**src/rtl/core/gid_pkg.sv**
```systemverilog
`default_nettype none

package gid_pkg;

    localparam int NUM_PINS         = 32;
    localparam int DEBOUNCE_SAMPLES = 2;

    localparam int PIN_W       = 32;
    localparam int CFG_W       = 32;
    localparam int CFG_IDX_W   = 3;
    localparam int PIN_COUNT_W = 6;
    localparam int IDX_W       = 5;
    localparam int CNT_W       = 2;

    localparam logic [CNT_W-1:0] CNT_MAX = '1;
    localparam logic [CNT_W-1:0] DEB_RUN = CNT_W'(DEBOUNCE_SAMPLES);
    localparam logic [PIN_COUNT_W-1:0] PIN_COUNT_RST = PIN_COUNT_W'(32);

    // result word layout, lowest bit up
    localparam int STATUS_LSB  = 0;
    localparam int IRQ_BIT     = STATUS_LSB + PIN_W;
    localparam int FIRST_LSB   = IRQ_BIT + 1;
    localparam int VALID_BIT   = FIRST_LSB + IDX_W;
    localparam int RESULT_W    = VALID_BIT + 1;
    localparam int IN_TDATA_W  = 2 * PIN_W;
    localparam int OUT_TDATA_W = ((RESULT_W + 7) / 8) * 8;

    typedef enum logic [CFG_IDX_W-1:0] {
        CFG_ENABLE    = 3'd0,
        CFG_MASK      = 3'd1,
        CFG_DEBOUNCE  = 3'd2,
        CFG_EDGE_MODE = 3'd3,
        CFG_POLARITY  = 3'd4,
        CFG_BOTH_EDGE = 3'd5,
        CFG_PIN_COUNT = 3'd6
    } gid_cfg_idx_t;

    typedef struct packed {
        logic enable;
        logic mask;
        logic debounce;
        logic edge_mode;
        logic polarity;
        logic both_edge;
    } gid_pin_cfg_t;

    typedef struct packed {
        logic             pending_valid;
        logic [IDX_W-1:0] first_pending;
        logic             irq_line;
        logic [PIN_W-1:0] status_bits;
    } gid_result_t;

endpackage

`default_nettype wire

```
**src/rtl/core/gid_lane.sv**
```systemverilog
`default_nettype none

module gid_lane
    import gid_pkg::*;
(
    input  wire logic         clk,
    input  wire logic         rst_n,
    input  wire logic         advance,
    input  wire gid_pin_cfg_t cfg,
    input  wire logic         raw,
    input  wire logic         clr,
    output logic              status
);

    logic             prev_raw_reg, prev_raw_next;
    logic [CNT_W-1:0] count_reg, count_next;
    logic             filtered_reg, filtered_next;
    logic             latch_reg, latch_next;

    logic take;
    logic rise;
    logic fall;
    logic single;
    logic hit;
    logic edge_pin;
    logic level_pin;
    logic level_act;

    always_comb
    begin
        prev_raw_next = raw;
        if (raw == prev_raw_reg)
        begin
            count_next = (count_reg == CNT_MAX) ? CNT_MAX : count_reg + CNT_W'(1);
        end
        else
        begin
            count_next = CNT_W'(1);
        end

        take          = !cfg.debounce || (count_next >= DEB_RUN);
        filtered_next = take ? raw : filtered_reg;

        rise   = !filtered_reg && filtered_next;
        fall   = filtered_reg && !filtered_next;
        single = cfg.polarity ? rise : fall;
        hit    = cfg.both_edge ? (rise || fall) : single;

        edge_pin  = (cfg.edge_mode || cfg.both_edge) && cfg.enable;
        level_pin = !(cfg.edge_mode || cfg.both_edge) && cfg.enable;

        // clear lands before this word's edge is latched
        latch_next = ((latch_reg && !clr) || hit) && edge_pin;
        level_act  = (filtered_next == cfg.polarity) && level_pin;
        status     = (latch_next || level_act) && !cfg.mask;
    end

    always_ff @(posedge clk or negedge rst_n)
    begin
        if (!rst_n)
        begin
            prev_raw_reg <= 1'b0;
            count_reg    <= '0;
            filtered_reg <= 1'b0;
            latch_reg    <= 1'b0;
        end
        else if (advance)
        begin
            prev_raw_reg <= prev_raw_next;
            count_reg    <= count_next;
            filtered_reg <= filtered_next;
            latch_reg    <= latch_next;
        end
    end

endmodule

`default_nettype wire

```
**src/rtl/core/gid_merge.sv**
```systemverilog
`default_nettype none

module gid_merge
    import gid_pkg::*;
(
    input  wire logic [PIN_W-1:0]       status_bits,
    input  wire logic [PIN_COUNT_W-1:0] pin_count,
    output gid_result_t                 result
);

    logic [PIN_W-1:0] lowest;
    logic [IDX_W-1:0] idx;
    logic             any;
    logic             in_range;

    always_comb
    begin
        // isolate the lowest set bit, then encode it
        lowest = status_bits & (~status_bits + PIN_W'(1));
        idx    = '0;
        for (int i = 0; i < PIN_W; i++)
        begin
            if (lowest[i])
            begin
                idx = idx | IDX_W'(i);
            end
        end
        any      = |status_bits;
        in_range = any && (PIN_COUNT_W'(idx) < pin_count);

        result.status_bits   = status_bits;
        result.irq_line      = any;
        result.pending_valid = in_range;
        result.first_pending = in_range ? idx : '0;
    end

endmodule

`default_nettype wire

```
**src/rtl/core/gpio_interrupt_detector.sv**
```systemverilog
// GPIO interrupt detector for up to 32 pins. Each input word carries the pin
// sample (bits 31:0) and a write-one-to-clear mask for latched edge status
// (bits 63:32). Every pin has its own lane holding its debounce counter,
// filtered level and edge latch; the lanes feed a lowest-pending-pin encoder
// whose result goes into an output register backed by one skid register.
// A word is taken every clock as long as the output side keeps up; a result
// goes to the output register, or to the skid register while output stalls.
// The lane update and priority encoder path sets this rate. Output word,
// lowest bit up: status_bits[31:0], irq_line, first_pending[4:0],
// pending_valid, one zero pad bit. Configuration writes take effect at the
// next clock and are meant to happen while no word is in flight.
`default_nettype none

module gpio_interrupt_detector
    import gid_pkg::*;
(
    input  wire logic                   clk,
    input  wire logic                   rst_n,

    input  wire logic                   cfg_we,
    input  wire logic [CFG_IDX_W-1:0]   cfg_index,
    input  wire logic [CFG_W-1:0]       cfg_data,

    input  wire logic                   s_tvalid,
    output logic                        s_tready,
    input  wire logic [IN_TDATA_W-1:0]  s_tdata,   // pin_sample, clear_bits

    output logic                        m_tvalid,
    input  wire logic                   m_tready,
    output logic [OUT_TDATA_W-1:0]      m_tdata    // status_bits, irq_line,
                                                   // first_pending, pending_valid
);

    logic [PIN_W-1:0]       enable_reg;
    logic [PIN_W-1:0]       mask_reg;
    logic [PIN_W-1:0]       debounce_reg;
    logic [PIN_W-1:0]       edge_mode_reg;
    logic [PIN_W-1:0]       polarity_reg;
    logic [PIN_W-1:0]       both_edge_reg;
    logic [PIN_COUNT_W-1:0] pin_count_reg;

    logic [PIN_W-1:0] pin_sample;
    logic [PIN_W-1:0] clear_bits;
    logic [PIN_W-1:0] status_vec;
    logic             accept;
    gid_result_t      result;

    logic        out_valid_reg, out_valid_next;
    gid_result_t out_data_reg, out_data_next;
    logic        skid_valid_reg, skid_valid_next;
    gid_result_t skid_data_reg, skid_data_next;

    assign pin_sample = s_tdata[PIN_W-1:0];
    assign clear_bits = s_tdata[IN_TDATA_W-1:PIN_W];
    assign s_tready   = !skid_valid_reg;
    assign accept     = s_tvalid && s_tready;

    always_ff @(posedge clk or negedge rst_n)
    begin
        if (!rst_n)
        begin
            enable_reg    <= '0;
            mask_reg      <= '0;
            debounce_reg  <= '0;
            edge_mode_reg <= '0;
            polarity_reg  <= '0;
            both_edge_reg <= '0;
            pin_count_reg <= PIN_COUNT_RST;
        end
        else if (cfg_we)
        begin
            case (gid_cfg_idx_t'(cfg_index))
                CFG_ENABLE:    enable_reg    <= cfg_data[PIN_W-1:0];
                CFG_MASK:      mask_reg      <= cfg_data[PIN_W-1:0];
                CFG_DEBOUNCE:  debounce_reg  <= cfg_data[PIN_W-1:0];
                CFG_EDGE_MODE: edge_mode_reg <= cfg_data[PIN_W-1:0];
                CFG_POLARITY:  polarity_reg  <= cfg_data[PIN_W-1:0];
                CFG_BOTH_EDGE: both_edge_reg <= cfg_data[PIN_W-1:0];
                CFG_PIN_COUNT: pin_count_reg <= cfg_data[PIN_COUNT_W-1:0];
                default:       ;
            endcase
        end
    end

    for (genvar i = 0; i < NUM_PINS; i++)
    begin : g_lane
        gid_pin_cfg_t lane_cfg;

        assign lane_cfg = '{
            enable:    enable_reg[i],
            mask:      mask_reg[i],
            debounce:  debounce_reg[i],
            edge_mode: edge_mode_reg[i],
            polarity:  polarity_reg[i],
            both_edge: both_edge_reg[i]
        };

        gid_lane u_lane (
            .clk     (clk),
            .rst_n   (rst_n),
            .advance (accept),
            .cfg     (lane_cfg),
            .raw     (pin_sample[i]),
            .clr     (clear_bits[i]),
            .status  (status_vec[i])
        );
    end

    // pins beyond the fitted count read as zero
    if (NUM_PINS < PIN_W)
    begin : g_pad
        assign status_vec[PIN_W-1:NUM_PINS] = '0;
    end

    gid_merge u_merge (
        .status_bits (status_vec),
        .pin_count   (pin_count_reg),
        .result      (result)
    );

    always_comb
    begin
        out_valid_next  = out_valid_reg;
        out_data_next   = out_data_reg;
        skid_valid_next = skid_valid_reg;
        skid_data_next  = skid_data_reg;

        if (!out_valid_reg || m_tready)
        begin
            if (skid_valid_reg)
            begin
                out_valid_next  = 1'b1;
                out_data_next   = skid_data_reg;
                skid_valid_next = 1'b0;
            end
            else
            begin
                out_valid_next = accept;
                out_data_next  = result;
            end
        end
        else if (accept)
        begin
            // output stalled, park the new word
            skid_valid_next = 1'b1;
            skid_data_next  = result;
        end
    end

    always_ff @(posedge clk or negedge rst_n)
    begin
        if (!rst_n)
        begin
            out_valid_reg  <= 1'b0;
            skid_valid_reg <= 1'b0;
        end
        else
        begin
            out_valid_reg  <= out_valid_next;
            skid_valid_reg <= skid_valid_next;
        end
    end

    always_ff @(posedge clk)
    begin
        out_data_reg  <= out_data_next;
        skid_data_reg <= skid_data_next;
    end

    assign m_tvalid = out_valid_reg;
    assign m_tdata  = {(OUT_TDATA_W - RESULT_W)'(0), out_data_reg};

endmodule

`default_nettype wire

```
**config.mk**
```make
export PLATFORM = sky130hd
export DESIGN_NAME = gpio_interrupt_detector
export DESIGN_NICKNAME = d
export VERILOG_FILES = /design/src/rtl/core/gid_pkg.sv /design/src/rtl/core/gid_lane.sv /design/src/rtl/core/gid_merge.sv /design/src/rtl/core/gpio_interrupt_detector.sv
export SDC_FILE = /design/constraint.sdc
export NUM_CORES = 1
export LEC_CHECK = 0
export BUFFER_PORTS_ARGS = -buffer_cell sky130_fd_sc_hd__buf_2
export CORE_AREA = 4 4 254 256
export CTS_BUF_LIST = sky130_fd_sc_hd__clkbuf_8
export CTS_CLUSTER_SIZE = 12
export DETAILED_ROUTE_END_ITERATION = 16
export DIE_AREA = 0 0 258 260
export SLEW_MARGIN = 40
export SYNTH_ARGS = -nofsm -noshare
export SYNTH_HDL_FRONTEND = slang
export SYNTH_SLANG_ARGS = --single-unit
```
**constraint.sdc**
```tcl
create_clock -name clk -period 5.85 [get_ports clk]
set_clock_uncertainty 0.05 [all_clocks]
set_input_delay 0.585 -clock clk [delete_from_list [all_inputs] [get_ports clk]]
set_output_delay 0.585 -clock clk [all_outputs]
set_load 0.05 [all_outputs]
```
== Yosys cells after proc, flatten, opt, wreduce, memory -nomap -nowiden ==
Cells that the tools add are included.

* Bits in read-only memories: 0
* Bits of input ports: 104
* Word-level logic and storage cells: 1166
* Bits in writable memories: 0
* Latch bits: 0
* Flip-flop bits (word level): 438
* Memories: 0

* Reductions and logical operators: 625
* Order comparisons: 33
* Eq/ne operators: 110
* Bitwise operators: 3
* $mul: 0
* Shift-type cells: 0
* Mux-type cells: 217
* Div/mod/pow operators: 0
* Add/sub/neg operators: 33

{| class="wikitable"
|+ Operators with widths
! kind !! number
|-
| 32-bit two-way mux || 12
|-
| 1-bit logical AND || 258
|-
| 1-bit logical NOT || 194
|-
| 1-bit logical OR || 161
|-
| 39-bit two-way mux || 4
|-
| 2-bit two-way mux || 66
|-
| 1-bit two-way mux || 104
|-
| 5-bit two-way mux || 17
|-
| 2-bit by 1-bit adder with 2-bit output (second input constant) || 32
|-
| 1-bit equality test || 64
|-
| 2-bit equality test (second input constant) || 32
|-
| 2-bit >= comparator (second input constant) || 32
|-
| 32-bit by 1-bit adder with 32-bit output (second input constant) || 1
|-
| 32-bit AND || 1
|-
| 4-bit two-way mux || 8
|-
| 32-bit inverter || 1
|-
| 32-bit OR reduction || 1
|-
| 2-bit AND reduction || 9
|-
| 2-bit by 1-bit inequality test with 1-bit output (second input constant) || 7
|-
| 3-bit two-way mux || 4
|-
| 6-bit two-way mux || 2
|-
| 3-bit equality test (second input constant) || 3
|-
| 3-bit by 2-bit equality test with 1-bit output (second input constant) || 2
|-
| 5-bit by 6-bit less-than comparator with 1-bit output || 1
|-
| 5 further kinds || 5
|}

== Logic depth before layout (Yosys ltp) ==
Gate-level depths: netlist of the first run.

* Depth after elaboration: 53
* Depth in mapped cells: 24
* Gate-level depth less buffers: 23

== Modules after synthesis ==
A second synthesis of the first run with hierarchy kept.

* Cell total of the unflattened synthesis: 1915
* Area total of the unflattened synthesis: 22258.8 µm²

{| class="wikitable"
|+ Modules (own cells, without submodules)
! module !! times used !! sequential area each (µm²) !! cells an instance !! area an instance (µm²)
|-
| gid_lane || 32 || 125.1 || 38 || 342.8
|-
| gpio_interrupt_detector || 1 || 7348.3 || 561 || 10317.4
|-
| gid_merge || 1 || 0.0 || 138 || 970.9
|}

== Worst setup path before layout of the first run ==
No wires, ideal clock.

* Path type: input -> register
* From: in s_tdata[20]
* To: reg out_data_reg (netlist bit m_tdata[36]), data pin
* Data required time: 5.631 ns
* Cell stages on the path: 23
* Library setup time: 0.169 ns
* Data arrival time: 4.539 ns
* Buffers on the path: 2
* Setup slack: 1.091 ns
* Cell sequence: inv_2 > o221a_1 > and2_1 > ha_1 > nand2b_1 > o221ai_1 > a32oi_1 > o21ai_2 > or3_1 > buf_2 > or3_4 > o31a_1 > nor4_4 > a211oi_1 > inv_1 > ha_1 > a21o_1 > a21oi_1 > nor2_1 > a31o_1 > buf_2 > nand2b_1 > o31ai_1

* Longest elaborated chain between the ends: 33

{| class="wikitable"
|+ Ends and longest elaborated chain
! element !! RTL line !! text
|-
| from (decl) || gpio_interrupt_detector.sv:26 || <nowiki>input wire logic [IN_TDATA_W-1:0] s_tdata,</nowiki>
|-
| 1-bit equality test || gid_lane.sv:32 || <nowiki>if (raw == prev_raw_reg)</nowiki>
|-
| 2-bit two-way mux || gid_lane.sv:32 ||
|-
| 2-bit >= comparator || gid_lane.sv:41 || <nowiki>take = !cfg.debounce || (count_next >= DEB_RUN);</nowiki>
|-
| 1-bit logical OR || gid_lane.sv:41 ||
|-
| 1-bit two-way mux (*) || gid_lane.sv:42 || <nowiki>filtered_next = take ? raw : filtered_reg;</nowiki>
|-
| 1-bit logical NOT || gid_lane.sv:45 || <nowiki>fall = filtered_reg && !filtered_next;</nowiki>
|-
| 1-bit logical AND || gid_lane.sv:45 ||
|-
| 1-bit two-way mux / 1-bit logical OR (equally long branches) || gid_lane.sv:46, gid_lane.sv:47 ||
|-
| [5 not listed] || - ||
|-
| named net g_lane[20].u_lane.status || gid_lane.sv:12 || <nowiki>output logic status</nowiki>
|-
| [1 not listed] || - ||
|-
| 32-bit by 1-bit adder with 32-bit output || gid_merge.sv:19 || <nowiki>lowest = status_bits & (~status_bits + PIN_W'(1));</nowiki>
|-
| 32-bit AND || gid_merge.sv:19 ||
|-
| 5-bit two-way mux (12 in series) || gid_merge.sv:23 || <nowiki>if (lowest[i])</nowiki>
|-
| 5-bit by 6-bit less-than comparator with 1-bit output || gid_merge.sv:29 || <nowiki>in_range = any && (PIN_COUNT_W'(idx) < pin_count);</nowiki>
|-
| 1-bit logical AND || gid_merge.sv:29 ||
|-
| 5-bit two-way mux (*) || gid_merge.sv:34 || <nowiki>result.first_pending = in_range ? idx : '0;</nowiki>
|-
| 39-bit two-way mux (*) || gpio_interrupt_detector.sv:130 || <nowiki>if (skid_valid_reg)</nowiki>
|-
| 39-bit two-way mux (*) || gpio_interrupt_detector.sv:128 || <nowiki>if (!out_valid_reg || m_tready)</nowiki>
|-
| to (signal assigned) || gpio_interrupt_detector.sv:166 || <nowiki>out_data_reg <= out_data_next;</nowiki>
|-
| to (decl) || gpio_interrupt_detector.sv:49 || <nowiki>gid_result_t out_data_reg, out_data_next;</nowiki>
|}

The timed path passes the listed nets; every way through them passes the cells marked *. The select of a mux whose other input is x is not followed.
A chain may end at the register's enable or synchronous reset.

== Worst setup path after layout of the first run ==
* From: reg g_lane[20].u_lane.count_reg[1]
* To: reg out_data_reg (netlist bit m_tdata[37]), data pin

* Longest elaborated chain between the ends: 34

{| class="wikitable"
|+ Ends and longest elaborated chain
! element !! RTL line !! text
|-
| from (decl) || gid_lane.sv:16 || <nowiki>logic [CNT_W-1:0] count_reg, count_next;</nowiki>
|-
| from (signal assigned) || gid_lane.sv:70 || <nowiki>count_reg <= count_next;</nowiki>
|-
| 2-bit by 1-bit adder with 2-bit output / 2-bit equality test (equally long branches) || gid_lane.sv:34 || <nowiki>count_next = (count_reg == CNT_MAX) ? CNT_MAX : count_reg + CNT_W'(1);</nowiki>
|-
| 2-bit two-way mux (*) || gid_lane.sv:34 ||
|-
| 2-bit two-way mux (*) || gid_lane.sv:32 ||
|-
| 2-bit >= comparator (*) || gid_lane.sv:41 ||
|-
| 1-bit logical OR (*) || gid_lane.sv:41 ||
|-
| 1-bit two-way mux (*) || gid_lane.sv:42 ||
|-
| named net g_lane[20].u_lane.filtered_next || gid_lane.sv:17 || <nowiki>logic filtered_reg, filtered_next;</nowiki>
|-
| 1-bit logical NOT || gid_lane.sv:45 ||
|-
| [7 not listed] || - ||
|-
| named net g_lane[20].u_lane.status || gid_lane.sv:12 ||
|-
| [1 not listed] || - ||
|-
| 32-bit by 1-bit adder with 32-bit output || gid_merge.sv:19 ||
|-
| 32-bit AND || gid_merge.sv:19 ||
|-
| 5-bit two-way mux (12 in series) || gid_merge.sv:23 ||
|-
| 5-bit by 6-bit less-than comparator with 1-bit output || gid_merge.sv:29 ||
|-
| 1-bit logical AND || gid_merge.sv:29 ||
|-
| 5-bit two-way mux (*) || gid_merge.sv:34 ||
|-
| 39-bit two-way mux (*) || gpio_interrupt_detector.sv:130 ||
|-
| 39-bit two-way mux (*) || gpio_interrupt_detector.sv:128 ||
|}

Marks and branches as above.

==> results of run 1 <==
cell usage after synthesis (all sizes together) (6+ instances only):
master	n
nor2b	38
mux2	199
o21bai	18
nand2	226
o221ai	11
nand4b	10
mux2i	16
xor2	32
nor3	58
inv	109
edfxtp	78
buf	7
nor4b	12
or3	16
o31ai	12
o221a	15
o211ai	39
dfrtp	359
a21oi	135
o211a	9
nor3b	9
nand2b	57
o41ai	6
o21ai	151
or2	12
a2111oi	17
and2	12
nand3	22
a31o	6
nor2	146
ha	32
a211oi	9
and3	9
nand4	10
clkbuf	60
nor4	19
a32oi	7
worst max-delay path by stage:
stage / from / endpoint / slack (ns) / cells after the start
2_1_floorplan: s_tdata[20] / m_tdata[36] / 1.09 / 23
3_3_place_gp: s_tdata[20] / m_tdata[37] / 0.69 / 23
4_1_cts: g_lane[20].u_lane.count_reg[0] / m_tdata[37] / 0.65 / 22
6_report: g_lane[20].u_lane.count_reg[1] / m_tdata[37] / 0.63 / 22
3_5_place_dp: s_tdata[20] / m_tdata[37] / 0.49 / 23
5_1_grt: g_lane[20].u_lane.count_reg[0] / m_tdata[36] / 0.34 / 22
worst register-to-register path, stage by stage, from the launching register on:
cell and delay (ns):
dfrtp_1 0.40, nor2_1 0.17, o221a_1 0.22, and2_1 0.21
inv_1 0.06, ha_1 0.19, mux2i_1 0.14, o221ai_1 0.16
a32oi_1 0.25, o21ai_2 0.16, or3_1 0.49, or3_4 0.43
o31a_1 0.35, nor4_4 0.16, a211oi_1 0.12, inv_1 0.10
ha_1 0.25, a21o_1 0.16, a21oi_1 0.13, nor2_1 0.05
a31o_1 0.28, nand2b_1 0.25, o31ai_1 0.26
layer usage:
layer	vias up	routed length, um	GRT usage, %
met5	-	26	0
met4	4	1157	5.049
met3	79	2965	3.681
met2	323	26590	27.62
met1	8082	25350	21.46
li1	7812	-	-
stage by stage:
step / power [W] / instance area [sq um] / util (%) / hold slack [ns]
3_3_place_gp: 0.006983 / 23450 / 37.52 / 0.3941
2_1_floorplan: 0.006284 / 21690 / - / 0.2394
6_report: 0.01001 / 25170 / 40.27 / 0.1543
5_1_grt: 0.01067 / 25160 / 40.25 / 0.1149
3_5_place_dp: 0.007108 / 23500 / 37.60 / 0.4025
4_1_cts: 0.01012 / 25130 / 40.21 / 0.07386
report_power, final:
group	leakage (nW)	total (W)	internal [W]	switching (W)
Sequential	5.08	0.00443	0.00382	0.000607
Clock	0.920	0.00294	0.00163	0.00131
Combinational	4.80	0.00264	0.00110	0.00154
Total	10.8	0.0100	0.00655	0.00346
logic make-up after synthesis:
family,count (synthesis),synth area share [%]
buffers and inverters,176,3.075
DFF,438,52.35
muxes,215,11.07
and+or+nand+nor,674,15.37
other,1,0.01729
AOI/OAI and AO/OA,489,14.90
adders and majority gates,32,1.846
xor gates and xnor gates,34,1.373
timing repair:
action / 4_1_cts / 5_1_grt
hold buffers: 1 / 0
setup buffers: 0 / 0
hold endpoints to repair: 30 / 0
layout make-up:
class | instances | share of cell area, %
well taps | 846 | 4.205
clock inverters | 46 | 1.118
diodes | 6 | 0.05965
clock buffers | 97 | 5.303
multi-input cells | 1445 | 38.61
flip-flops and latches | 438 | 45.10
inverters | 109 | 1.625
repair buffers | 167 | 3.986
==> flow_metrics.tcl, run 1 <==
set metrics [dict create \
    drt_pass1_iterations 5 \
    syn_area_per_cell_sq_um 10.53 \
    slowest_delay_ns 0.49 \
    cpLargestDelayFamily "compound AO/OA/AOI/OAI gates" \
    tightest_slew_ns 0.8036 \
    overflow 0 \
    endpoint_kind "register" \
    cts_max_level 3 \
    place_ws_ns 0.4872 \
    holdPathEnd "g_lane[23].u_lane.prev_raw_reg" \
    slew_viol_final 0 \
    critPathRequiredTime_ns 6.26 \
    ys_warn_count 0 \
    finalNonFillerCells 3154 \
    min_period_ns 5.217 \
    num_io_pins 146 \
    n_fill_cell 6025 \
    r2r_slack_ns 0.63 \
    yosysSeqAreaShare_pct 52.35 \
    antenna_found_initial 6 \
    wl_per_cell_um 17.78 \
    fin_nets 2376 \
    final_common_cell "dfrtp_1" \
    synth.area.top_cells "dfrtp_1 (41%), edfxtp_1 (11%), mux2_2 (10%)" \
    cts_num_sinks 438 \
    dp_hpwl_mm 37.18 \
    rows 92 \
    numPortBuffers 144 \
    worstSetupStartpointType "register" \
    numCtsBuffers 79 \
    worstSetupPathType "register to register" \
    viasPerCell 5.168 \
    start_util_pct 34.70 \
    globalplace.congestion 0.8216 \
    drive_gt1_share_pct 23.28 \
    ff_latch_area_sq_um 11350 \
    core_area_sq_um 62500 \
    netlist.area_leader.share_pct 41.42 \
    grt_usage_pct 16.50 \
    synth.cell_area_sq_um 21690 \
    clock_path_buffers 3 \
    critical_path_buf_inv_count 2 \
    crit_arrival_ns 5.62 \
    cts_tree "yes" \
    async_reset_ff_share_pct 82.19 \
    drcViolationCount 0 \
    reg2regPathDepth 22 \
    yosys.area.top_type "dfrtp_1" \
    die_w_um 258 \
    largest_register_ffs 64 \
    ys_types 84 \
    fin_tns_setup_ns 0 \
    clockRootBuffer "clkbuf_8" \
    grt_max_degree 157 \
    clk_latency_ns 0.64 \
    worstHoldPathType "input port to register" \
    p_leak_nw 10.80 \
    fin_crit_sh_pct 89.17 \
    ir_drop_v 0.0002288 \
    synth_nets 2195 \
    setup_viol 0 \
    final_cell_mix "dfrtp_1 (359), nand2_1 (225), mux2_2 (199), nor2_1 (145), o21ai_0 (144)" \
    rsz0062_at_grt "no" \
    drt_wl_total_mm 56.09 \
    grt_first_pass_wirelength_mm 88.57 \
    multi_input_area_sq_um 9718 \
    timing.rr.start "g_lane[20].u_lane.count_reg[1]" \
    hold_start "s_tdata[23]" \
    die_area_sq_um 67080 \
    synthCells 2059 \
    hold_depth 3 \
    fmax_mhz 191.7 \
    synthFlopType "dfrtp_1" \
    fin_ws_ns 0.6333 \
    cp_cell_sequence "nor2_1 > o221a_1 > and2_1 > inv_1 > ha_1 > mux2i_1 > o221ai_1 > a32oi_1 > o21ai_2 > or3_1 > or3_4 > o31a_1 > nor4_4 > a211oi_1 > inv_1 > ha_1 > a21o_1 > a21oi_1 > nor2_1 > a31o_1 > nand2b_1 > o31ai_1" \
    ant_nets 0 \
    vias 16300 \
    grt_pass1_vias 16220 \
    cap_violations 0 \
    maxSlewHeadroom_pct 46.43 \
    cpMaxStageDelayCell "or3_1" \
    final-hold-violation-count 0 \
    dp_cells 3003 \
    areaGrowthSynthToFinish_pct 16.07 \
    die_y_um 260 \
    critPathMaxFanout 9 \
    cts_resized 0 \
    synth-seq-cells 438 \
    reg2reg_to "m_tdata[37]" \
    cts.clk_slew.worst_paths_ns 0.06 \
    p_per_area_nw_per_um2 397.5 \
    first_iter_violations 890 \
    outcome "completed" \
    synth-edff-count 78 \
]
Power figures use the tool's default switching activity.
==> run 2, diff against run 1 <==
Settings changed: CORE_AREA 4 4 254 256 to 4 4 204 206, DIE_AREA 0 0 258 260 to 0 0 208 210, PLACE_DENSITY from default to 0.73.
==> flow_metrics.tcl, run 2 (synthesized netlist as in run 1, its figures left out) <==
set metrics [dict create \
    ant_nets 0 \
    post_cts_buffers 0 \
    outcome "completed" \
    clk_latency_ns 0.63 \
    die_w_um 208 \
    finish.utilization_pct 62.10 \
    cts_max_level 3 \
    p_leak_nw 10.75 \
    rows 73 \
    hold_start "s_tdata[31]" \
    areaGrowthSynthToFinish_pct 13.52 \
    critPathMaxFanout 9 \
    grt_pass1_vias 16220 \
    worstHoldPathType "input port to register" \
    clockRootBuffer "clkbuf_8" \
    die_y_um 210 \
    cts_num_sinks 438 \
    slew_viol_final 0 \
    numCtsBuffers 74 \
    tightest_slew_ns 0.8019 \
    worstSetupPathType "register to register" \
    ir_drop_v 0.0002220 \
    p_per_area_nw_per_um2 392.1 \
    final-hold-violation-count 0 \
    endpoint_kind "register" \
    start_util_pct 54.71 \
    grt_first_pass_wirelength_mm 83.30 \
    die_area_sq_um 43680 \
    final_common_cell "dfrtp_1" \
    largest_register_ffs 64 \
    startpoint "g_lane[26].u_lane.count_reg[0]" \
    rsz0062_at_grt "no" \
    maxSlewHeadroom_pct 46.54 \
    timing.rr.start "g_lane[26].u_lane.count_reg[0]" \
    setup_viol 0 \
    first_iter_violations 1132 \
    fin_ws_ns 0.6758 \
    worstSetupStartpointType "register" \
    grt_usage_pct 23.17 \
    fmax_mhz 193.3 \
    core_area_sq_um 39640 \
    drive_gt1_share_pct 22.56 \
    fin_tns_setup_ns 0 \
    viasPerCell 5.805 \
    critPathRequiredTime_ns 6.23 \
    fin_crit_sh_pct 88.45 \
    place_ws_ns 0.4487 \
    cts.clk_slew.worst_paths_ns 0.06 \
    drt_pass1_iterations 5 \
    grt_max_degree 105 \
    num_io_pins 146 \
    dp_hpwl_mm 34.66 \
    cap_violations 0 \
    wl_per_cell_um 18.14 \
    power_w 0.009653 \
    antenna_found_initial 6 \
    overflow 0 \
    drt_wl_total_mm 51.17 \
    crit_arrival_ns 5.56 \
    globalplace.congestion 0.8701 \
    cts_tree "yes" \
    fin_nets 2373 \
    drcViolationCount 0 \
    vias 16380 \
    min_period_ns 5.174 \
    numPortBuffers 144 \
    final_cell_mix "dfrtp_1 (359), nand2_1 (225), mux2_2 (199), nor2_1 (145), o21ai_0 (144)" \
    clock_path_buffers 3 \
]
## run 2: critical path: stages (launching register included)
cell	delay, ns
dfrtp_1	0.40
nor2_1	0.16
o211ai_1	0.10
o211ai_1	0.19
inv_1	0.08
ha_1	0.21
nor2b_1	0.12
a211oi_1	0.17
a21oi_1	0.08
o311ai_0	0.53
o211ai_1	0.31
or3_1	0.45
o211a_1	0.25
a211oi_1	0.34
inv_1	0.11
ha_1	0.30
a21o_1	0.16
a21oi_1	0.14
nor2_1	0.05
a31o_1	0.29
nand2b_1	0.24
o31ai_1	0.25
## run 2: layer usage
layer	track usage, %	vias to the layer above	share of wire [%]
met5	0	-	0.041
met4	9.173	4	3.5
met3	4.301	111	5.1
met2	38.00	422	47
met1	30.94	8043	44
li1	-	7797	-
## run 2: layout make-up
class,count,area (sq um)
clock buffers,92,1266
multi-input cells,1445,9713
repair buffers,169,1059
inverters,109,409.1
diodes,4,10.01
clock inverters,39,152.6
well taps,525,656.9
fillers,3227,15020
flip-flops and latches,438,11350
## run 2: final timing paths
path | endpoint | slack (ns) | cells past startpoint
min | g_lane[31].u_lane.prev_raw_reg | 0.17 | 3
min reg2reg | g_lane[9].u_lane.latch_reg | 0.41 | 2
max in group asynchronous | edge_mode_reg[17] | 4.18 | 4
min in group asynchronous | g_lane[1].u_lane.prev_raw_reg | 0.38 | 2
max | m_tdata[36] | 0.68 | 21
max reg2reg | m_tdata[36] | 0.68 | 21
## run 2: timing repair
item	in CTS	in global routing
hold buffers	1	0
hold endpoints to repair	29	0
resized for setup	0	0
## run 2: power by group
part           total, W  internal (W)  leakage, nW  switching (W)
Combinational   0.00264       0.00110         4.82        0.00154
Clock           0.00261       0.00141        0.861        0.00121
Sequential      0.00440       0.00382         5.08       0.000586
## run 2: through the flow
stage                     cell area [sq um]  hold WS [ns]  std cells
after floorplan                       21690        0.2394       2059
after detailed placement              23150        0.3988       2684
after CTS                             24580        0.1319       2816
after global routing                  24620        0.1532       2820
final                                 24620        0.1733       2821
after global placement                23040        0.3944       2680
